$ cat config.mk
export PLATFORM = sky130hd
export DESIGN_NAME = peak_hold_level_decay_meter_flat
export DESIGN_NICKNAME = d
export VERILOG_FILES = /design/src/rtl/phm_pkg.sv /design/src/rtl/phm_if.sv /design/src/rtl/phm_mul.sv /design/src/rtl/peak_hold_level_decay_meter.sv /design/src/flat_wrapper.sv
export SDC_FILE = /design/constraint.sdc
export NUM_CORES = 1
export LEC_CHECK = 0
export BUFFER_PORTS_ARGS = -buffer_cell sky130_fd_sc_hd__buf_4
export CAP_MARGIN = 20
export CORE_MARGIN = 2
export CORE_UTILIZATION = 30
export CTS_CLUSTER_SIZE = 24
export DETAILED_ROUTE_END_ITERATION = 10
export SETUP_SLACK_MARGIN = 0.02
export SLEW_MARGIN = 20
export SYNTH_ARGS = -nofsm -noshare
export SYNTH_HDL_FRONTEND = slang
export SYNTH_HIERARCHICAL = 1
export SYNTH_SLANG_ARGS = --single-unit
$ cat constraint.sdc
create_clock -name clk -period 3.3 [get_ports clk]
set_input_delay 0.66 -clock clk [delete_from_list [all_inputs] [get_ports clk]]
set_output_delay 0.66 -clock clk [all_outputs]
set_load 0.01 [all_outputs]
$ cat src/rtl/phm_pkg.sv
package phm_pkg;

	localparam int FRAME_BITS = 16;
	localparam int LEVEL_W    = 16;
	localparam int VEL_W      = 18;
	localparam int CFG_IDX_W  = 3;

	// serial multiplier: 17-bit operands, one multiplier bit per cycle
	localparam int MUL_W     = 17;
	localparam int MUL_CNT_W = $clog2(MUL_W + 1);

	localparam logic [MUL_W-1:0]   ONE_Q16 = MUL_W'(65536);
	localparam logic [LEVEL_W-1:0] MAX_Q16 = '1;

	typedef enum logic [CFG_IDX_W-1:0] {
		REG_DECAY_PER_FRAME = 3'd0,
		REG_SILENCE_LEVEL   = 3'd1,
		REG_LIT_ALPHA_BASE  = 3'd2,
		REG_LIT_ALPHA_SPAN  = 3'd3,
		REG_RESTING_ALPHA   = 3'd4,
		REG_GLOW_BASE       = 3'd5,
		REG_GLOW_SPAN       = 3'd6
	} cfg_reg_t;

	typedef enum logic {
		OP_TRIGGER = 1'b0,
		OP_ADVANCE = 1'b1
	} op_t;

	typedef enum logic [2:0] {
		ST_IDLE,
		ST_POW_ISSUE,
		ST_POW_WAIT,
		ST_LVL_ISSUE,
		ST_LVL_WAIT,
		ST_EVAL_ISSUE,
		ST_EVAL_WAIT,
		ST_WRITE
	} state_t;

endpackage

$ cat src/rtl/phm_if.sv
interface phm_cmd_if;
	logic                             valid;
	logic                             ready;
	logic                             op;
	logic signed [phm_pkg::VEL_W-1:0] velocity;
	logic [phm_pkg::FRAME_BITS-1:0]   frames;

	modport source (output valid, op, velocity, frames, input ready);
	modport sink   (input valid, op, velocity, frames, output ready);
endinterface

interface phm_res_if;
	logic                          valid;
	logic                          ready;
	logic [phm_pkg::LEVEL_W-1:0]   level_out;
	logic                          lit;
	logic [phm_pkg::LEVEL_W-1:0]   led_alpha;
	logic [phm_pkg::LEVEL_W-1:0]   glow_radius;

	modport source (output valid, level_out, lit, led_alpha, glow_radius, input ready);
	modport sink   (input valid, level_out, lit, led_alpha, glow_radius, output ready);
endinterface

interface phm_cfg_if;
	logic                            valid;
	logic                            ready;
	logic [phm_pkg::CFG_IDX_W-1:0]   index;
	logic [phm_pkg::LEVEL_W-1:0]     data;

	modport source (output valid, index, data, input ready);
	modport sink   (input valid, index, data, output ready);
endinterface

$ cat src/rtl/phm_mul.sv
// Shift-add multiplier, one multiplier bit per cycle, Q1.16 round half up.
module phm_mul (
	input  logic                        clk,
	input  logic                        arst_n,
	input  logic                        start,
	output logic                        done,
	input  logic [phm_pkg::MUL_W-1:0]   a,
	input  logic [phm_pkg::MUL_W-1:0]   b,
	output logic [phm_pkg::MUL_W-1:0]   result
);

	logic [phm_pkg::MUL_W-1:0]     a_q;
	logic [phm_pkg::MUL_W-1:0]     b_q;
	logic [phm_pkg::MUL_W-1:0]     hi_q;
	logic [phm_pkg::MUL_W-1:0]     lo_q;
	logic [phm_pkg::MUL_CNT_W-1:0] cnt_q;
	logic                          busy_q;
	logic                          done_q;
	logic [phm_pkg::MUL_W:0]       sum;
	logic [phm_pkg::MUL_W:0]       rounded;

	assign sum = {1'b0, hi_q} + (b_q[0] ? {1'b0, a_q} : '0);

	// product is {hi, lo}; rounding adds bit 15 to bits 33:16
	assign rounded = {hi_q, lo_q[phm_pkg::MUL_W-1]}
		+ {{phm_pkg::MUL_W{1'b0}}, lo_q[phm_pkg::MUL_W-2]};
	assign result  = rounded[phm_pkg::MUL_W-1:0];
	assign done    = done_q;

	always_ff @(posedge clk or negedge arst_n) begin
		if (!arst_n) begin
			busy_q <= 1'b0;
			done_q <= 1'b0;
			cnt_q  <= '0;
		end else begin
			done_q <= 1'b0;
			if (start) begin
				busy_q <= 1'b1;
				cnt_q  <= phm_pkg::MUL_CNT_W'(phm_pkg::MUL_W);
			end else if (busy_q) begin
				cnt_q <= cnt_q - 1'b1;
				if (cnt_q == phm_pkg::MUL_CNT_W'(1)) begin
					busy_q <= 1'b0;
					done_q <= 1'b1;
				end
			end
		end
	end

	always_ff @(posedge clk) begin
		if (start) begin
			a_q  <= a;
			b_q  <= b;
			hi_q <= '0;
			lo_q <= '0;
		end else if (busy_q) begin
			b_q  <= b_q >> 1;
			hi_q <= sum[phm_pkg::MUL_W:1];
			lo_q <= {sum[0], lo_q[phm_pkg::MUL_W-1:1]};
		end
	end

endmodule

$ cat src/rtl/peak_hold_level_decay_meter.sv
// Sequence: a trigger, or an advance that changes nothing, goes straight to the alpha
// and glow multiplies; an advance that decays first raises the decay factor to the
// frame count by squaring, one frame bit per phase, then scales the level. Each
// multiply phase runs 17 bit-serial steps after its issue state.
// Throughput: one item at a time, the next beat taken the cycle after the result is
// registered, even while the previous result waits. Reset clears the level and loads
// every register default.
module peak_hold_level_decay_meter (
	input  logic             clk,
	input  logic             arst_n,
	phm_cmd_if.sink          cmd,
	phm_res_if.source        res,
	phm_cfg_if.sink          cfg
);

	localparam int W  = phm_pkg::LEVEL_W;
	localparam int MW = phm_pkg::MUL_W;

	phm_pkg::state_t state_q, state_d;

	// configuration registers
	logic [W-1:0] decay_q, silence_q, alpha_base_q, alpha_span_q;
	logic [W-1:0] resting_q, glow_base_q, glow_span_q;

	// meter state and exponentiation working registers
	logic [W-1:0]                    level_q;
	logic [MW-1:0]                   acc_q;
	logic [W-1:0]                    base_q;
	logic [phm_pkg::FRAME_BITS-1:0]  fr_q;

	// result register
	logic         res_valid_q;
	logic [W-1:0] res_level_q, res_alpha_q, res_glow_q;
	logic         res_lit_q;

	logic          m0_start, m0_done, m1_start, m1_done;
	logic [MW-1:0] m0_a, m0_b, m1_a, m1_b, m0_res, m1_res;

	logic          cmd_fire;
	logic          res_free;
	logic [W-1:0]  vel_clamped;
	logic [W-1:0]  lvl_decayed;
	logic [MW:0]   alpha_sum, glow_sum;
	logic [W-1:0]  alpha_val, glow_val;
	logic          lit;

	assign cmd.ready = (state_q == phm_pkg::ST_IDLE);
	assign cmd_fire  = cmd.valid && cmd.ready;
	assign cfg.ready = 1'b1;
	assign res_free  = !res_valid_q || res.ready;

	assign res.valid       = res_valid_q;
	assign res.level_out   = res_level_q;
	assign res.lit         = res_lit_q;
	assign res.led_alpha   = res_alpha_q;
	assign res.glow_radius = res_glow_q;

	// clamp velocity to 0..1: negative drops to 0, one or more holds at full scale
	always_comb begin
		if (cmd.velocity[phm_pkg::VEL_W-1])
			vel_clamped = '0;
		else if (cmd.velocity[W])
			vel_clamped = phm_pkg::MAX_Q16;
		else
			vel_clamped = cmd.velocity[W-1:0];
	end

	// decayed level: saturate, then snap to zero at or below silence
	always_comb begin
		if (m0_res[MW-1])
			lvl_decayed = phm_pkg::MAX_Q16;
		else
			lvl_decayed = m0_res[W-1:0];
		if (lvl_decayed <= silence_q)
			lvl_decayed = '0;
	end

	// alpha and glow from the evaluation multiplies, saturated to 16 bits
	assign lit       = (level_q != '0);
	assign alpha_sum = {2'b00, alpha_base_q} + {1'b0, m0_res};
	assign glow_sum  = {2'b00, glow_base_q} + {1'b0, m1_res};
	assign alpha_val = (alpha_sum[MW:W] != '0) ? phm_pkg::MAX_Q16 : alpha_sum[W-1:0];
	assign glow_val  = (glow_sum[MW:W] != '0) ? phm_pkg::MAX_Q16 : glow_sum[W-1:0];

	// operand steering: squaring step, level scaling, then alpha and glow
	always_comb begin
		m0_a = {1'b0, level_q};
		m0_b = acc_q;
		m1_a = {1'b0, level_q};
		m1_b = {1'b0, glow_span_q};
		m0_start = 1'b0;
		m1_start = 1'b0;
		case (state_q)
			phm_pkg::ST_POW_ISSUE: begin
				m0_a = acc_q;
				m0_b = {1'b0, base_q};
				m1_a = {1'b0, base_q};
				m1_b = {1'b0, base_q};
				m0_start = (fr_q != '0);
				m1_start = (fr_q != '0);
			end
			phm_pkg::ST_LVL_ISSUE: begin
				m0_start = 1'b1;
			end
			phm_pkg::ST_EVAL_ISSUE: begin
				m0_b = {1'b0, alpha_span_q};
				m0_start = 1'b1;
				m1_start = 1'b1;
			end
			default: begin
			end
		endcase
	end

	phm_mul u_mul0 (
		.clk    (clk),
		.arst_n (arst_n),
		.start  (m0_start),
		.done   (m0_done),
		.a      (m0_a),
		.b      (m0_b),
		.result (m0_res)
	);

	phm_mul u_mul1 (
		.clk    (clk),
		.arst_n (arst_n),
		.start  (m1_start),
		.done   (m1_done),
		.a      (m1_a),
		.b      (m1_b),
		.result (m1_res)
	);

	always_ff @(posedge clk or negedge arst_n) begin
		if (!arst_n)
			state_q <= phm_pkg::ST_IDLE;
		else
			state_q <= state_d;
	end

	always_comb begin
		state_d = state_q;
		case (state_q)
			phm_pkg::ST_IDLE: begin
				if (cmd_fire) begin
					if (cmd.op == phm_pkg::OP_ADVANCE && cmd.frames != '0 && level_q != '0)
						state_d = phm_pkg::ST_POW_ISSUE;
					else
						state_d = phm_pkg::ST_EVAL_ISSUE;
				end
			end
			phm_pkg::ST_POW_ISSUE: begin
				// out of frame bits: scale the level by the finished power
				if (fr_q == '0)
					state_d = phm_pkg::ST_LVL_ISSUE;
				else
					state_d = phm_pkg::ST_POW_WAIT;
			end
			phm_pkg::ST_POW_WAIT: begin
				if (m0_done && m1_done)
					state_d = phm_pkg::ST_POW_ISSUE;
			end
			phm_pkg::ST_LVL_ISSUE:  state_d = phm_pkg::ST_LVL_WAIT;
			phm_pkg::ST_LVL_WAIT: begin
				if (m0_done)
					state_d = phm_pkg::ST_EVAL_ISSUE;
			end
			phm_pkg::ST_EVAL_ISSUE: state_d = phm_pkg::ST_EVAL_WAIT;
			phm_pkg::ST_EVAL_WAIT: begin
				if (m0_done && m1_done)
					state_d = phm_pkg::ST_WRITE;
			end
			phm_pkg::ST_WRITE: begin
				// hold until the previous result beat has gone
				if (res_free)
					state_d = phm_pkg::ST_IDLE;
			end
			default: state_d = phm_pkg::ST_IDLE;
		endcase
	end

	// configuration writes and the level
	always_ff @(posedge clk or negedge arst_n) begin
		if (!arst_n) begin
			decay_q      <= W'(58982);
			silence_q    <= W'(66);
			alpha_base_q <= W'(16384);
			alpha_span_q <= W'(49151);
			resting_q    <= W'(14418);
			glow_base_q  <= W'(512);
			glow_span_q  <= W'(2048);
			level_q      <= '0;
		end else begin
			if (cfg.valid && cfg.ready) begin
				case (phm_pkg::cfg_reg_t'(cfg.index))
					phm_pkg::REG_DECAY_PER_FRAME: decay_q      <= cfg.data;
					phm_pkg::REG_SILENCE_LEVEL:   silence_q    <= cfg.data;
					phm_pkg::REG_LIT_ALPHA_BASE:  alpha_base_q <= cfg.data;
					phm_pkg::REG_LIT_ALPHA_SPAN:  alpha_span_q <= cfg.data;
					phm_pkg::REG_RESTING_ALPHA:   resting_q    <= cfg.data;
					phm_pkg::REG_GLOW_BASE:       glow_base_q  <= cfg.data;
					phm_pkg::REG_GLOW_SPAN:       glow_span_q  <= cfg.data;
					default: begin
					end
				endcase
			end
			// trigger: peak hold on the clamped velocity
			if (cmd_fire && cmd.op == phm_pkg::OP_TRIGGER && vel_clamped > level_q)
				level_q <= vel_clamped;
			if (state_q == phm_pkg::ST_LVL_WAIT && m0_done)
				level_q <= lvl_decayed;
		end
	end

	// exponentiation by squaring, frame bits scanned from the LSB
	always_ff @(posedge clk) begin
		if (cmd_fire) begin
			acc_q  <= phm_pkg::ONE_Q16;
			base_q <= decay_q;
			fr_q   <= cmd.frames;
		end else if (state_q == phm_pkg::ST_POW_WAIT && m0_done && m1_done) begin
			if (fr_q[0])
				acc_q <= m0_res;
			base_q <= m1_res[W-1:0];
			fr_q   <= fr_q >> 1;
		end
	end

	// result register
	always_ff @(posedge clk or negedge arst_n) begin
		if (!arst_n)
			res_valid_q <= 1'b0;
		else if (state_q == phm_pkg::ST_WRITE && res_free)
			res_valid_q <= 1'b1;
		else if (res.ready)
			res_valid_q <= 1'b0;
	end

	always_ff @(posedge clk) begin
		if (state_q == phm_pkg::ST_WRITE && res_free) begin
			res_level_q <= level_q;
			res_lit_q   <= lit;
			res_alpha_q <= lit ? alpha_val : resting_q;
			res_glow_q  <= lit ? glow_val : '0;
		end
	end

endmodule

$ cat src/flat_wrapper.sv
// flat-port wrapper written by rule: the top's interface ports become plain ports
module peak_hold_level_decay_meter_flat 
  (clk, arst_n, cmd_valid, cmd_op, cmd_velocity, cmd_frames, cmd_ready, res_valid, res_level_out, res_lit, res_led_alpha, res_glow_radius, res_ready, cfg_valid, cfg_index, cfg_data, cfg_ready);
  phm_cmd_if cmd_i ();
  phm_res_if res_i ();
  phm_cfg_if cfg_i ();
  input  logic clk;
  input  logic arst_n;
  input wire logic [$bits(cmd_i.valid)-1:0] cmd_valid;
  input wire logic [$bits(cmd_i.op)-1:0] cmd_op;
  input wire logic [$bits(cmd_i.velocity)-1:0] cmd_velocity;
  input wire logic [$bits(cmd_i.frames)-1:0] cmd_frames;
  output wire logic [$bits(cmd_i.ready)-1:0] cmd_ready;
  output wire logic [$bits(res_i.valid)-1:0] res_valid;
  output wire logic [$bits(res_i.level_out)-1:0] res_level_out;
  output wire logic [$bits(res_i.lit)-1:0] res_lit;
  output wire logic [$bits(res_i.led_alpha)-1:0] res_led_alpha;
  output wire logic [$bits(res_i.glow_radius)-1:0] res_glow_radius;
  input wire logic [$bits(res_i.ready)-1:0] res_ready;
  input wire logic [$bits(cfg_i.valid)-1:0] cfg_valid;
  input wire logic [$bits(cfg_i.index)-1:0] cfg_index;
  input wire logic [$bits(cfg_i.data)-1:0] cfg_data;
  output wire logic [$bits(cfg_i.ready)-1:0] cfg_ready;
  assign cmd_i.valid = cmd_valid;
  assign cmd_i.op = cmd_op;
  assign cmd_i.velocity = cmd_velocity;
  assign cmd_i.frames = cmd_frames;
  assign cmd_ready = cmd_i.ready;
  assign res_valid = res_i.valid;
  assign res_level_out = res_i.level_out;
  assign res_lit = res_i.lit;
  assign res_led_alpha = res_i.led_alpha;
  assign res_glow_radius = res_i.glow_radius;
  assign res_i.ready = res_ready;
  assign cfg_i.valid = cfg_valid;
  assign cfg_i.index = cfg_index;
  assign cfg_i.data = cfg_data;
  assign cfg_ready = cfg_i.ready;
  peak_hold_level_decay_meter u_core (.clk(clk), .arst_n(arst_n), .cmd(cmd_i), .res(res_i), .cfg(cfg_i));
endmodule
==> implementation parameters, run 1 <==
Parameter                              Value

Outcome
  Result of the run    finished, violations left
  Violations in the final reports    negative setup slack

Route
  Final routed DRC violation total    0
  Routed Antenna Nets    0
  Routed vias    15440
  Average vias per placed instance    5.07
  Average routed wire per standard cell    19.7 um
  Total wirelength of the detailed-routed design    60000 um
  Detailed Routing Iterations Pass 1    9
  DR iter-0 viols    1186

Clock network
  TritonCTS buffer count    42
  H-tree levels    2
  Clock tree from TritonCTS    done
  Clock-pin slew on the worst setup and hold paths    0.06 ns
  Number of hold-repair buffers added at the cts stage    0
  Maximum count of clock buffers along a single path    3
  Clock sink count    350
  Clock insertion delay at the later pin of the skew report    0.58 ns
  Root Buffer Master    sky130_fd_sc_hd__clkbuf_16

GRT
  Largest net degree at the start of global routing    79
  Total global routing track utilization    17.8%
  First-pass GRT wire length    90900 um
  Congestion Overflow GR    0
  Vias in the first global route    15240
  Number of antenna violations at the first check in global routing    2

Floorplanning
  I/O pin cnt    111
  Initial core utilization    30.4%
  Area of the die    65900 um2
  Die width    257 um
  Chip Height    257 um
  Core box area    63100 um2
  Cell Rows    92

Final layout
  Final cell count without fillers    3046
  Net count of the finished layout    2336
  Post-synthesis to final-layout area growth    27.1%
  Share of post-route cells with drive strength above 1    31.3%
  Number of antenna diodes    0

Yosys
  Ys async rst share    41.7%
  Main combinational cell family by area after synthesis    simple AND/OR/NAND/NOR gates
  Share of the synthesized area in the top cell type    23.3%
  Mean instance size in the synthesized netlist    10.1 um2
  Synthesized-area fraction occupied by ao, oa, aoi and oai cells    11.3%
  Cells after Synth    1902
  Sequential cell area fraction in the yosys report    48.4%
  Post-synthesis simple-gate area fraction    16.3%
  Netlist Area Pre-Place    19200 um2
  Xor/xnor share of the synthesized area    3.66%
  Number of enable flip-flop cells after synthesis    149
  YS warnings    6
  Most used flip-flop cell after synthesis    sky130_fd_sc_hd__edfxtp_1
  Area contributors post-synth    sky130_fd_sc_hd__edfxtp_1 23%, sky130_fd_sc_hd__dfrtp_1 14%, sky130_fd_sc_hd__mux2_2 7.6%, sky130_fd_sc_hd__nand2_1 7.0%, sky130_fd_sc_hd__ha_1 6.9%
  Adder-cell share of the synthesized area    7.34%
  Multiplexer area fraction after synthesis    9.67%
  Number of flip-flops and latches in the synthesized netlist    350
  Count of cell types in the netlist    77
  Post-synth top area cell    sky130_fd_sc_hd__edfxtp_1

Critical path
  Startpoint type of the worst setup path    flip-flop
  Launch point of the critical path    u_core/u_mul0/lo_q[16]$_SDFFE_PP0P_
  Critical path endpoint    u_core/level_q[7]$_DFFE_PN0P_
  Kind of critical path    reg -> reg
  Worst setup slack for register-to-register paths    -0.22 ns
  Worst Reg-to-Reg Cells    20
  Critical Path End Type    flip-flop
  Worst reg2reg startpoint    u_core/u_mul0/lo_q[16]$_SDFFE_PP0P_
  Maximum fanout encountered on the critical timing path    18
  Crit path arrival time    4.02 ns
  Endpoint of the lowest-slack register-to-register path    u_core/level_q[7]$_DFFE_PN0P_
  Worst EP required    3.81 ns

Power and ir drop
  Total power of the final layout    24800 uW
  Internal power    14900 uW
  Clock share of power    18.7%
  Sequential cell fraction of total power    30.3%
  Pleak    0.0105 uW
  Power per cell area    1020 nW/um2
  Power dissipated by switching net loads    9830 uW
  Comb pwr share    51.0%
  Sw Share    39.7%
  Maximum vdd drop    0.425 mV

Placement
  Post-Place Cells    2938
  GPL Wtd Cong    0.922
  I/O Buffers    109
  Post-DP HPWL    43500 um

Job
  Max-cap viol count    0

Timing
  Worst-case setup margin in the final layout    -0.216 ns
  Share of the clock period used by the worst path after layout    107%
  Final slew viol count    0
  Sum Neg Setup Slack    -4.42 ns
  Time the worst path needs with I/O delays and setup    3.52 ns
  Tightest slew margin relative to the limit    29.3%
  Worst Tran Pin Value    1.06 ns
  Setup repair after global routing missed its margin    yes
  Post-Route Skew    0.0419 ns
  Setup violations, final    34
  Endpoints failing hold    0
  Max Clk Rate    284 MHz

Worst hold path
  Hold Crit Class    in -> async
==> worst min path at each step <==
stage,from,endpoint,slack (ns),cells after the start
5_1_grt,arst_n,u_core/u_mul0/busy_q$_DFF_PN0_,0.23,1
3_3_place_gp,u_core/acc_q[8]$_SDFFE_PP0P_,u_core/acc_q[8]$_SDFFE_PP0P_,0.47,2
3_5_place_dp,u_core/acc_q[12]$_SDFFE_PP0P_,u_core/acc_q[12]$_SDFFE_PP0P_,0.47,2
4_1_cts,arst_n,u_core/glow_span_q[8]$_DFFE_PN0P_,0.19,1
6_report,arst_n,u_core/u_mul0/busy_q$_DFF_PN0_,0.14,1
2_1_floorplan,arst_n,u_core/alpha_base_q[0]$_DFFE_PN0P_,0.36,0
==> state kept, by name, summed over array words and instances, names as in the netlist, 17 cells and up <==
register            flops
u_core/u_mul1/b_q      17
u_core/acc_q           17
u_core/u_mul0/hi_q     17
u_core/u_mul0/a_q      17
u_core/u_mul1/hi_q     17
u_core/u_mul1/a_q      17
u_core/u_mul0/b_q      17
==> cell usage after synthesis, types with 12 or more instances <==
cell type,count
sky130_fd_sc_hd__mux2_2,130
sky130_fd_sc_hd__and3_1,14
sky130_fd_sc_hd__nor2b_1,14
sky130_fd_sc_hd__nand2_1,357
sky130_fd_sc_hd__o221a_2,16
sky130_fd_sc_hd__nor3_1,12
sky130_fd_sc_hd__a21o_1,25
sky130_fd_sc_hd__edfxtp_1,149
sky130_fd_sc_hd__dfrtp_1,111
sky130_fd_sc_hd__o21a_1,18
sky130_fd_sc_hd__xnor2_1,49
sky130_fd_sc_hd__inv_1,75
sky130_fd_sc_hd__o21ai_0,89
sky130_fd_sc_hd__and2_1,42
sky130_fd_sc_hd__mux2i_1,36
sky130_fd_sc_hd__a211oi_1,12
sky130_fd_sc_hd__dfxtp_1,55
sky130_fd_sc_hd__a21oi_1,105
sky130_fd_sc_hd__xor2_1,31
sky130_fd_sc_hd__nor2_1,140
sky130_fd_sc_hd__ha_1,106
sky130_fd_sc_hd__dfstp_2,35
sky130_fd_sc_hd__o211ai_1,14
sky130_fd_sc_hd__nand4_1,26
sky130_fd_sc_hd__nor4_1,13
sky130_fd_sc_hd__nand2b_1,18
sky130_fd_sc_hd__clkbuf_1,65
sky130_fd_sc_hd__nand3_1,26
==> placed cells by master (no fill, tap or decap), drive strengths merged, types with 31 or more instances in the layout <==
master	Yosys	routed
clkbuf	67	53
edfxtp	149	149
and2	44	44
dfrtp	111	111
mux2	132	132
nor2	140	140
mux2i	36	36
o21ai	98	98
a21oi	107	107
buf	11	297
inv	75	79
dfstp	35	35
nand2	357	358
dfxtp	55	55
xnor2	49	49
xor2	31	31
ha	106	106
==> cells by family (layout without fill, tap and decap cells) <==
kind of cell | count (synthesis) | after routing
DFF | 350 | 350
buffers and inverters | 155 | 450
and+or+nand+nor | 695 | 696
AOI/OAI and AO/OA | 342 | 343
other | 2 | 3
muxes | 168 | 168
adders and majority gates | 110 | 110
xor gates and xnor gates | 80 | 80
==> power by group through the flow <==
stage | registers, uW | clock network [uW] | logic (uW)
after floorplan | 7150 | 0 | 7200
after global placement | 7460 | 0 | 11000
after detailed placement | 7490 | 0 | 11200
after CTS | 7460 | 4730 | 11800
after global routing | 7650 | 4910 | 13800
final | 7500 | 4640 | 12600
==> repair_timing <==
item / CTS / global route
buffers inserted: 12 / 17
endpoints found under the setup margin: 48 / 48
gates cloned: 3 / 0
pin swaps: 22 / 58
resized for setup: 66 / 76
==> critical path: stages, from the launching register on <==
cell                       delay, ns
sky130_fd_sc_hd__dfxtp_4        0.36
sky130_fd_sc_hd__ha_4           0.14
sky130_fd_sc_hd__ha_4           0.13
sky130_fd_sc_hd__nand2_2        0.05
sky130_fd_sc_hd__or2_4          0.28
sky130_fd_sc_hd__nor2_4         0.10
sky130_fd_sc_hd__nand4_1        0.15
sky130_fd_sc_hd__xnor2_2        0.20
sky130_fd_sc_hd__buf_12         0.17
sky130_fd_sc_hd__nor2_2         0.10
sky130_fd_sc_hd__inv_1          0.08
sky130_fd_sc_hd__ha_4           0.27
sky130_fd_sc_hd__nor2b_1        0.12
sky130_fd_sc_hd__o211ai_1       0.10
sky130_fd_sc_hd__a2111o_1       0.38
sky130_fd_sc_hd__o211ai_1       0.09
sky130_fd_sc_hd__buf_4          0.19
sky130_fd_sc_hd__nand2_2        0.06
sky130_fd_sc_hd__buf_6          0.14
sky130_fd_sc_hd__o21ai_1        0.14
sky130_fd_sc_hd__o221a_2        0.19
==> cell type report <==
| cell class | count | area (um2) |
|---|---|---|
| sequential | 350 | 9290 |
| timing repair buffer | 298 | 2330 |
| clock inverter | 25 | 246 |
| clock buffer | 52 | 1130 |
| tap | 846 | 1060 |
| fill | 6263 | 38700 |
| multi-input combinational | 1400 | 10000 |
| inverter | 75 | 282 |
==> routing by layer <==
| layer | share of wire [%] | wire, um | global-route usage (%) |
|---|---|---|---|
| met5 | 0 | 0 | 0 |
| met4 | 2.1 | 1280 | 5.02 |
| met3 | 7.2 | 4320 | 3.38 |
| met2 | 44 | 26100 | 26.7 |
| met1 | 47 | 28200 | 26.0 |
==> per-stage QoR <==
step	instance area [um2]	setup WS [ns]	utilization [%]	hold slack [ns]
6_report	24400	-0.216	38.6	0.136
5_1_grt	24400	-0.361	38.6	0.227
4_1_cts	23900	-0.134	37.8	0.188
3_5_place_dp	22100	-0.270	35.0	0.469
3_3_place_gp	22100	-0.212	35.0	0.470
2_1_floorplan	19300	0.0252	-	0.364
(Power assumes the default switching activity.)
==> inputs of run 2 (changes only) <==
--- a/config.mk
+++ b/config.mk
@@ -11,6 +11,7 @@
 export CORE_UTILIZATION = 30
 export CTS_CLUSTER_SIZE = 24
 export DETAILED_ROUTE_END_ITERATION = 10
+export GPL_TIMING_DRIVEN = 0
 export SETUP_SLACK_MARGIN = 0.02
 export SLEW_MARGIN = 20
 export SYNTH_ARGS = -nofsm -noshare
==> run 2 against run 1 <==
The flow still finishes with violations (negative setup slack). Count of clock-buffer cells in the layout up 1. Routed wire length increased by 1.1%. Combinational power barely moved. Sequential share of layout area decreased by 0.75 points. Maximum frequency is 5.0% lower. Power rose by 2.1%.
==> implementation parameters, run 2 (synthesis results as in run 1) <==
Parameter                              Value

Critical path
  Crit path arrival time    4.15 ns (was 4.02 ns)
  Worst reg2reg startpoint    u_core/u_mul0/hi_q[7]$_SDFFE_PP0P_ (was u_core/u_mul0/lo_q[16]$_SDFFE_PP0P_)
  Worst EP required    3.75 ns (was 3.81 ns)
  Critical Path End Type    flip-flop (unchanged)
  Kind of critical path    reg -> reg (unchanged)
  Worst Reg-to-Reg Cells    17 (was 20)
  Startpoint type of the worst setup path    flip-flop (unchanged)
  Maximum fanout encountered on the critical timing path    8 (was 18)
  Launch point of the critical path    u_core/u_mul0/hi_q[7]$_SDFFE_PP0P_ (was u_core/u_mul0/lo_q[16]$_SDFFE_PP0P_)

Final layout
  Net count of the finished layout    2329 (was 2336)
  Top library cells by usage in the layout, fill and taps aside    347 x sky130_fd_sc_hd__nand2_1, 197 x sky130_fd_sc_hd__buf_4, 149 x sky130_fd_sc_hd__edfxtp_1, 129 x sky130_fd_sc_hd__mux2_2, 111 x sky130_fd_sc_hd__dfrtp_1 (was 350 x sky130_fd_sc_hd__nand2_1, 286 x sky130_fd_sc_hd__buf_4, 149 x sky130_fd_sc_hd__edfxtp_1, 129 x sky130_fd_sc_hd__mux2_2, 117 x sky130_fd_sc_hd__nor2_1)
  Final core utilization    39.5% (was 38.6%)
  Share of post-route cells with drive strength above 1    31.3% (about the same)
  Number of antenna diodes    0 (unchanged)
  Most common cell after layout, fill and taps aside    sky130_fd_sc_hd__nand2_1 (unchanged)
  Post-synthesis to final-layout area growth    30.0% (was 27.1%)

Timing
  Tightest slew margin relative to the limit    30.2% (was 29.3%)
  Worst-case setup margin in the final layout    -0.402 ns (was -0.216 ns)
  Setup repair after global routing missed its margin    yes (unchanged)
  Time the worst path needs with I/O delays and setup    3.70 ns (was 3.52 ns)
  Setup violations, final    48 (was 34)
  Final slew viol count    0 (unchanged)
  Share of the clock period used by the worst path after layout    112% (was 107%)
  Max Clk Rate    270 MHz (was 284 MHz)
  Worst Tran Pin Value    1.04 ns (was 1.06 ns)
  Post-Route Skew    0.0282 ns (was 0.0419 ns)
  Endpoints failing hold    0 (unchanged)
  Post-Route Hold Slack    0.0297 ns (was 0.136 ns)

Route
  Average vias per placed instance    5.10 (was 5.07)
  Final routed DRC violation total    0 (unchanged)
  Routed vias    15484 (was 15440)
  Average routed wire per standard cell    20.0 um (was 19.7 um)
  Detailed Routing Iterations Pass 1    5 (was 9)
  Routed Antenna Nets    0 (unchanged)
  DR iter-0 viols    1198 (was 1186)
  Total wirelength of the detailed-routed design    60600 um (was 60000 um)

Outcome
  Violations in the final reports    negative setup slack (unchanged)
  Result of the run    finished, violations left (unchanged)

Power and ir drop
  Pleak    0.0104 uW (was 0.0105 uW)
  Maximum vdd drop    0.466 mV (was 0.425 mV)
  Power per cell area    1010 nW/um2 (was 1020 nW/um2)

Clock network
  Clock-pin slew on the worst setup and hold paths    0.06 ns (about the same)
  Clock insertion delay at the later pin of the skew report    0.59 ns (was 0.58 ns)
  Maximum count of clock buffers along a single path    3 (unchanged)
  Root Buffer Master    sky130_fd_sc_hd__clkbuf_16 (unchanged)
  H-tree levels    2 (unchanged)
  Number of hold-repair buffers added at the cts stage    0 (unchanged)
  Clock sink count    350 (unchanged)
  Clock tree from TritonCTS    done (unchanged)
  TritonCTS buffer count    40 (was 42)

GRT
  First-pass GRT wire length    92100 um (was 90900 um)
  Vias in the first global route    15467 (was 15240)
  Total global routing track utilization    18.1% (was 17.8%)
  Number of antenna violations at the first check in global routing    4 (was 2)
  Largest net degree at the start of global routing    80 (was 79)
  Congestion Overflow GR    0 (unchanged)

Floorplanning
  Area of the die    65900 um2 (unchanged)
  Core box area    63100 um2 (unchanged)
  Die width    257 um (unchanged)
  Cell Rows    92 (unchanged)
  I/O pin cnt    111 (unchanged)
  Chip Height    257 um (unchanged)
  Initial core utilization    30.4% (unchanged)

Placement
  I/O Buffers    105 (was 109)
  Post-DP HPWL    43500 um (about the same)
  GPL Wtd Cong    0.909 (was 0.922)

Worst hold path
  Hold Crit Class    in -> async (unchanged)

Job
  Max-cap viol count    0 (unchanged)
==> run 2: cell types whose count changed in the layout (fill, tap and decap cells not counted), moves of 15 or more <==
cell / delta
sky130_fd_sc_hd__dfxtp_1: -16
sky130_fd_sc_hd__clkbuf_1: +60
sky130_fd_sc_hd__buf_4: -89
sky130_fd_sc_hd__nor2_4: +15
==> run 2: critical path: stages (launching register included) <==
cell and delay [ns]:
sky130_fd_sc_hd__dfxtp_2 0.43, sky130_fd_sc_hd__and3_1 0.31, sky130_fd_sc_hd__nand3_1 0.19, sky130_fd_sc_hd__nor2_4 0.16
sky130_fd_sc_hd__nand4_1 0.14, sky130_fd_sc_hd__xnor2_2 0.22, sky130_fd_sc_hd__buf_6 0.17, sky130_fd_sc_hd__clkbuf_16 0.17
sky130_fd_sc_hd__nor2_4 0.14, sky130_fd_sc_hd__inv_2 0.06, sky130_fd_sc_hd__ha_4 0.27, sky130_fd_sc_hd__nand4_1 0.13
sky130_fd_sc_hd__buf_4 0.17, sky130_fd_sc_hd__or4_4 0.43, sky130_fd_sc_hd__nand2_4 0.17, sky130_fd_sc_hd__clkbuf_16 0.19
sky130_fd_sc_hd__o21ai_1 0.06, sky130_fd_sc_hd__o221a_2 0.17
==> run 2: layer usage <==
metal | global-route usage [%] | part of all wire [%] | vias up
li1 | - | - | 7219
met2 | 27.1 | 43 | 565
met5 | 0 | 0.020 | -
met4 | 6.54 | 3.1 | 2
met1 | 25.5 | 46 | 7582
met3 | 4.02 | 7.9 | 116
==> run 2: final timing paths <==
kind,to,slack (ns)
hold / removal,u_core/u_mul0/cnt_q[3]$_DFFE_PN0P_,0.03
setup / recovery,u_core/level_q[10]$_DFFE_PN0P_,-0.40
min in group clk,u_core/fr_q[7]$_DFFE_PP_,0.35
max in group asynchronous,u_core/decay_q[1]$_DFFE_PN1P_,2.41
setup reg to reg,u_core/level_q[10]$_DFFE_PN0P_,-0.40
hold reg to reg,u_core/acc_q[16]$_SDFFE_PP1P_,0.48
==> run 2: per-stage QoR <==
step	total power [uW]	setup WS, ns	std cells	cell area [um2]	TNS [ns]
floorplan	14400	0.0252	1903	19300	0
global placement	17300	-1.28	2854	21100	-134.07
detailed placement	17500	-1.38	2858	21200	-108.98
CTS	24400	-0.290	3014	24400	-7.38
global route	26800	-0.475	3038	24900	-15.12
finish	25300	-0.402	3038	24900	-10.34
==> run 2: final cells by class <==
class,instances,area [um2]
Fill cell,6112,38200
Multi-Input combinational cell,1399,10700
Sequential cell,350,9310
Timing Repair Buffer,217,1830
Clock buffer,53,1110
Tap cell,846,1060
Buffer,77,398
Inverter,75,285
Clock inverter,21,244
==> run 2: timing repair <==
action                                  CTS  global route
endpoints found under the setup margin  167           114
resized for setup                       226            74
gates cloned                              5             1
pin swaps                                59            39
buffers inserted                         80            26
==> run 2: report_power, final <==
part	internal (uW)	leakage [uW]	switching (uW)	total, uW
Sequential	6440	0.00354	1330	7770
Combinational	5930	0.00614	6940	12900
Clock	2720	0.000673	1910	4630
Total	15100	0.0104	10200	25300
==> inputs of run 3 (changes only) <==
--- a/config.mk
+++ b/config.mk
@@ -16,5 +16,4 @@
 export SLEW_MARGIN = 20
 export SYNTH_ARGS = -nofsm -noshare
 export SYNTH_HDL_FRONTEND = slang
-export SYNTH_HIERARCHICAL = 1
 export SYNTH_SLANG_ARGS = --single-unit
==> run 3 against run 2 <==
Synthesized area shrank 1.8%. Largest power group unchanged. The run still ends with negative setup slack left. Largest cell class unchanged. Worst setup slack gained 0.17 ns. Utilization shrank 1.1 points.
==> implementation parameters, run 3 <==
Parameter                              Value

Critical path
  Crit path arrival time    3.97 ns (was 4.15 ns)
  Launch point of the critical path    u_core.u_mul0.lo_q[16]$_SDFFE_PP0P_ (was u_core/u_mul0/hi_q[7]$_SDFFE_PP0P_)
  Cell family with most CP delay    compound AO/OA/AOI/OAI gates (was simple AND/OR/NAND/NOR gates)
  Worst EP required    3.74 ns (was 3.75 ns)
  Maximum fanout encountered on the critical timing path    5 (was 8)
  Worst Reg-to-Reg Cells    16 (was 17)
  Largest stage delay on the critical path    0.35 ns (was 0.43 ns)
  Kind of critical path    reg -> reg (unchanged)
  Cell with the most instances on the worst path    sky130_fd_sc_hd__buf_6
  Worst reg2reg startpoint    u_core.u_mul0.lo_q[16]$_SDFFE_PP0P_ (was u_core/u_mul0/hi_q[7]$_SDFFE_PP0P_)
  Critical Path, Cell by Cell    ha_4 -> buf_6 -> nand4_1 -> nor2_4 -> and4_4 -> xnor2_4 -> buf_6 -> inv_4 -> ha_4 -> and3_4 -> o211ai_1 -> a21o_1 -> a32o_2 -> a31oi_4 -> buf_6 -> o22a_1 (was and3_1 -> nand3_1 -> nor2_4 -> nand4_1 -> xnor2_2 -> buf_6 -> clkbuf_16 -> nor2_4 -> inv_2 -> ha_4 -> nand4_1 -> buf_4 -> or4_4 -> nand2_4 -> clkbuf_16 -> o21ai_1 -> o221a_2)
  Critical Path End Type    flip-flop (unchanged)
  Startpoint type of the worst setup path    flip-flop (unchanged)
  Slowest CP cell    sky130_fd_sc_hd__dfxtp_2 (unchanged)
  Count of buffering cells on the critical path with inverters included    4 (was 5)
  Cell depth of the worst setup path    16 (was 17)

Clock network
  Clock tree from TritonCTS    done (unchanged)
  Maximum count of clock buffers along a single path    3 (unchanged)
  Clock sink count    348 (was 350)
  TritonCTS buffer count    42 (was 40)
  Clock-pin slew on the worst setup and hold paths    0.06 ns (about the same)
  Clock insertion delay at the later pin of the skew report    0.59 ns (about the same)
  H-tree levels    2 (unchanged)
  Root Buffer Master    sky130_fd_sc_hd__clkbuf_16 (unchanged)

Placement
  Setup WS pre-CTS    -0.868 ns (was -1.38 ns)
  Dpl cell area    20900 um2 (was 21200 um2)
  Post-DP HPWL    43400 um (was 43500 um)
  I/O Buffers    105 (unchanged)
  GPL Wtd Cong    0.905 (was 0.909)

Timing
  Time the worst path needs with I/O delays and setup    3.53 ns (was 3.70 ns)
  Worst Tran Pin Value    1.06 ns (was 1.04 ns)
  Tightest slew margin relative to the limit    28.8% (was 30.2%)
  Endpoints failing hold    0 (unchanged)
  Share of the clock period used by the worst path after layout    107% (was 112%)
  Setup repair after global routing missed its margin    yes (unchanged)
  Setup violations, final    48 (unchanged)
  Post-Route Skew    0.0350 ns (was 0.0282 ns)
  Sum Neg Setup Slack    -5.71 ns (was -10.34 ns)
  Worst-case setup margin in the final layout    -0.233 ns (was -0.402 ns)
  Max Clk Rate    283 MHz (was 270 MHz)
  Final slew viol count    0 (unchanged)

Final layout
  Post-synthesis to final-layout area growth    26.0% (was 30.0%)
  Top library cells by usage in the layout, fill and taps aside    246 x sky130_fd_sc_hd__nand2_1, 156 x sky130_fd_sc_hd__nor2_1, 148 x sky130_fd_sc_hd__buf_4, 147 x sky130_fd_sc_hd__edfxtp_1, 111 x sky130_fd_sc_hd__dfrtp_1 (was 347 x sky130_fd_sc_hd__nand2_1, 197 x sky130_fd_sc_hd__buf_4, 149 x sky130_fd_sc_hd__edfxtp_1, 129 x sky130_fd_sc_hd__mux2_2, 111 x sky130_fd_sc_hd__dfrtp_1)
  Fillers    6016 (was 6112)
  Most common cell after layout, fill and taps aside    sky130_fd_sc_hd__nand2_1 (unchanged)
  Post-route cell area    23700 um2 (was 24900 um2)
  Register area    9240 um2 (was 9310 um2)
  Total area of multi-input combinational cells    9890 um2 (was 10700 um2)
  Net count of the finished layout    2212 (was 2329)
  Share of post-route cells with drive strength above 1    25.3% (was 31.3%)
  Number of antenna diodes    0 (unchanged)

Floorplanning
  Cell Rows    91 (was 92)
  Initial core utilization    30.4% (about the same)
  Area of the die    64700 um2 (was 65900 um2)
  I/O pin cnt    111 (unchanged)
  Core box area    61800 um2 (was 63100 um2)
  Die width    254 um (was 257 um)
  Chip Height    254 um (was 257 um)

Power and ir drop
  Power per cell area    979 nW/um2 (was 1010 nW/um2)
  Pleak    0.00995 uW (was 0.0104 uW)
  Comb pwr share    46.0% (was 50.9%)
  Clock share of power    21.0% (was 18.3%)
  Total power of the final layout    23200 uW (was 25300 uW)
  Sw Share    39.4% (was 40.3%)
  Sequential cell fraction of total power    32.9% (was 30.8%)
  Internal power    14100 uW (was 15100 uW)
  Maximum vdd drop    0.601 mV (was 0.466 mV)
  Power dissipated by switching net loads    9150 uW (was 10200 uW)

Yosys
  Mean instance size in the synthesized netlist    10.3 um2 (was 10.1 um2)
  Most instantiated library cell after synthesis    sky130_fd_sc_hd__nand2_1 (unchanged)
  Post-synth top cells    257 x sky130_fd_sc_hd__nand2_1, 161 x sky130_fd_sc_hd__nor2_1, 147 x sky130_fd_sc_hd__edfxtp_1 (was 357 x sky130_fd_sc_hd__nand2_1, 149 x sky130_fd_sc_hd__edfxtp_1, 140 x sky130_fd_sc_hd__nor2_1)
  Number of enable flip-flop cells after synthesis    147 (was 149)
  Most used flip-flop cell after synthesis    sky130_fd_sc_hd__edfxtp_1 (unchanged)
  YS warnings    0 (was 6)
  Area contributors post-synth    sky130_fd_sc_hd__edfxtp_1 23%, sky130_fd_sc_hd__dfrtp_1 15%, sky130_fd_sc_hd__ha_1 7.0%, sky130_fd_sc_hd__mux2_2 6.4%, sky130_fd_sc_hd__dfxtp_1 5.9% (was sky130_fd_sc_hd__edfxtp_1 23%, sky130_fd_sc_hd__dfrtp_1 14%, sky130_fd_sc_hd__mux2_2 7.6%, sky130_fd_sc_hd__nand2_1 7.0%, sky130_fd_sc_hd__ha_1 6.9%)
  Sequential cell area fraction in the yosys report    49.0% (was 48.4%)
  Mapped Nets    2001
  Ys async rst share    42.0% (was 41.7%)
  Count of cell types in the netlist    75 (was 77)
  Share of the synthesized area in the top cell type    23.5% (was 23.3%)
  Number of flip-flops and latches in the synthesized netlist    348 (was 350)
  Netlist Area Pre-Place    18800 um2 (was 19200 um2)
  Post-synth top area cell    sky130_fd_sc_hd__edfxtp_1 (unchanged)
  Cells after Synth    1833 (was 1902)

GRT
  Congestion Overflow GR    0 (unchanged)
  Largest net degree at the start of global routing    96 (was 80)
  Number of antenna violations at the first check in global routing    0 (was 4)
  First-pass GRT wire length    89200 um (was 92100 um)
  Total global routing track utilization    18.1% (about the same)
  Vias in the first global route    15069 (was 15467)

Route
  Routed Antenna Nets    0 (unchanged)
  Average routed wire per standard cell    20.3 um (was 20.0 um)
  DR iter-0 viols    1080 (was 1198)
  Routed vias    15005 (was 15484)
  Final routed DRC violation total    0 (unchanged)
  Average vias per placed instance    5.15 (was 5.10)
  Detailed Routing Iterations Pass 1    5 (unchanged)
  Total wirelength of the detailed-routed design    59100 um (was 60600 um)

Worst hold path
  WHS Path Cells    3
  Hold Crit Class    in -> reg (was in -> async)
  Min-delay src    cmd_frames[8]

Outcome
  Result of the run    finished, violations left (unchanged)
  Violations in the final reports    negative setup slack (unchanged)

Job
  Max-cap viol count    0 (unchanged)
## run 3: repair_timing
action | in CTS | in global routing
pin swaps | 39 | 41
cloned | 2 | 1
setup endpoints to repair | 65 | 71
buffers inserted | 38 | 15
hold endpoints to repair | 23 | 0
hold buffers | 1 | 0
resized for setup | 126 | 53
## run 3: cell families (layout without fill, tap and decap cells)
family / after synthesis / in the layout / share of synthesized area [%]
XOR/XNOR: 77 / 77 / 3.62
multiplexers: 153 / 153 / 8.85
adder cells (fa/ha/maj): 109 / 109 / 7.41
other: 1 / 1 / 0.0199
flip-flops: 348 / 348 / 49.0
AO/OA/AOI/OAI: 345 / 345 / 12.1
buffers and inverters: 156 / 401 / 3.20
AND/OR/NAND/NOR: 644 / 644 / 15.8
## run 3: per-layer routing
layer	part of all wire [%]	routed length [um]	vias up	GRT usage (%)
met3	4.8	2830	101	2.18
met5	0	0	-	0
met1	46	27400	7471	25.3
met4	3.3	1930	0	6.74
met2	46	26900	454	28.7
li1	-	-	6979	-
## run 3: power groups by stage
stage          Combinational [uW]  Clock (uW)  Sequential [uW]
6_report                    10700        4880             7640
3_3_place_gp                 9070           0             7550
4_1_cts                     10200        4990             7590
5_1_grt                     11800        5150             7770
2_1_floorplan                6650           0             7170
3_5_place_dp                 9330           0             7570
## run 3: layout make-up
cell class / count / share of cell area, %
Multi-Input combinational cell: 1329 / 41.7
Timing Repair Buffer: 167 / 5.94
Clock inverter: 21 / 1.21
Tap cell: 837 / 4.42
Sequential cell: 348 / 39.0
Inverter: 77 / 1.23
Clock buffer: 57 / 4.93
Buffer: 79 / 1.59
## run 3: final timing paths
| path | to | slack, ns |
|---|---|---|
| max | u_core.res.led_alpha[13]$_DFFE_PP_ | -0.23 |
| min | u_core.fr_q[8]$_DFFE_PP_ | 0.37 |
| max reg2reg | u_core.res.led_alpha[13]$_DFFE_PP_ | -0.23 |
| min reg2reg | u_core.u_mul1.hi_q[16]$_SDFFE_PP0P_ | 0.48 |
| max in group asynchronous | u_core.alpha_base_q[14]$_DFFE_PN1P_ | 1.81 |
| min in group asynchronous | u_core.state_q[1]$_DFFE_PN0P_ | 0.63 |
## run 3: tightest hold or removal path, stage by stage
cell and delay, ns:
sky130_fd_sc_hd__buf_4 0.08, sky130_fd_sc_hd__nand2_1 0.04, sky130_fd_sc_hd__nand2_1 0.05
## run 3: stage by stage
stage,instances,util [%],hold WS (ns)
after detailed placement,2780,33.8,0.464
final,2915,38.4,0.373
after global placement,2775,33.6,0.450
after CTS,2899,37.8,0.344
after global routing,2915,38.4,0.368
after floorplan,1833,-,0.364
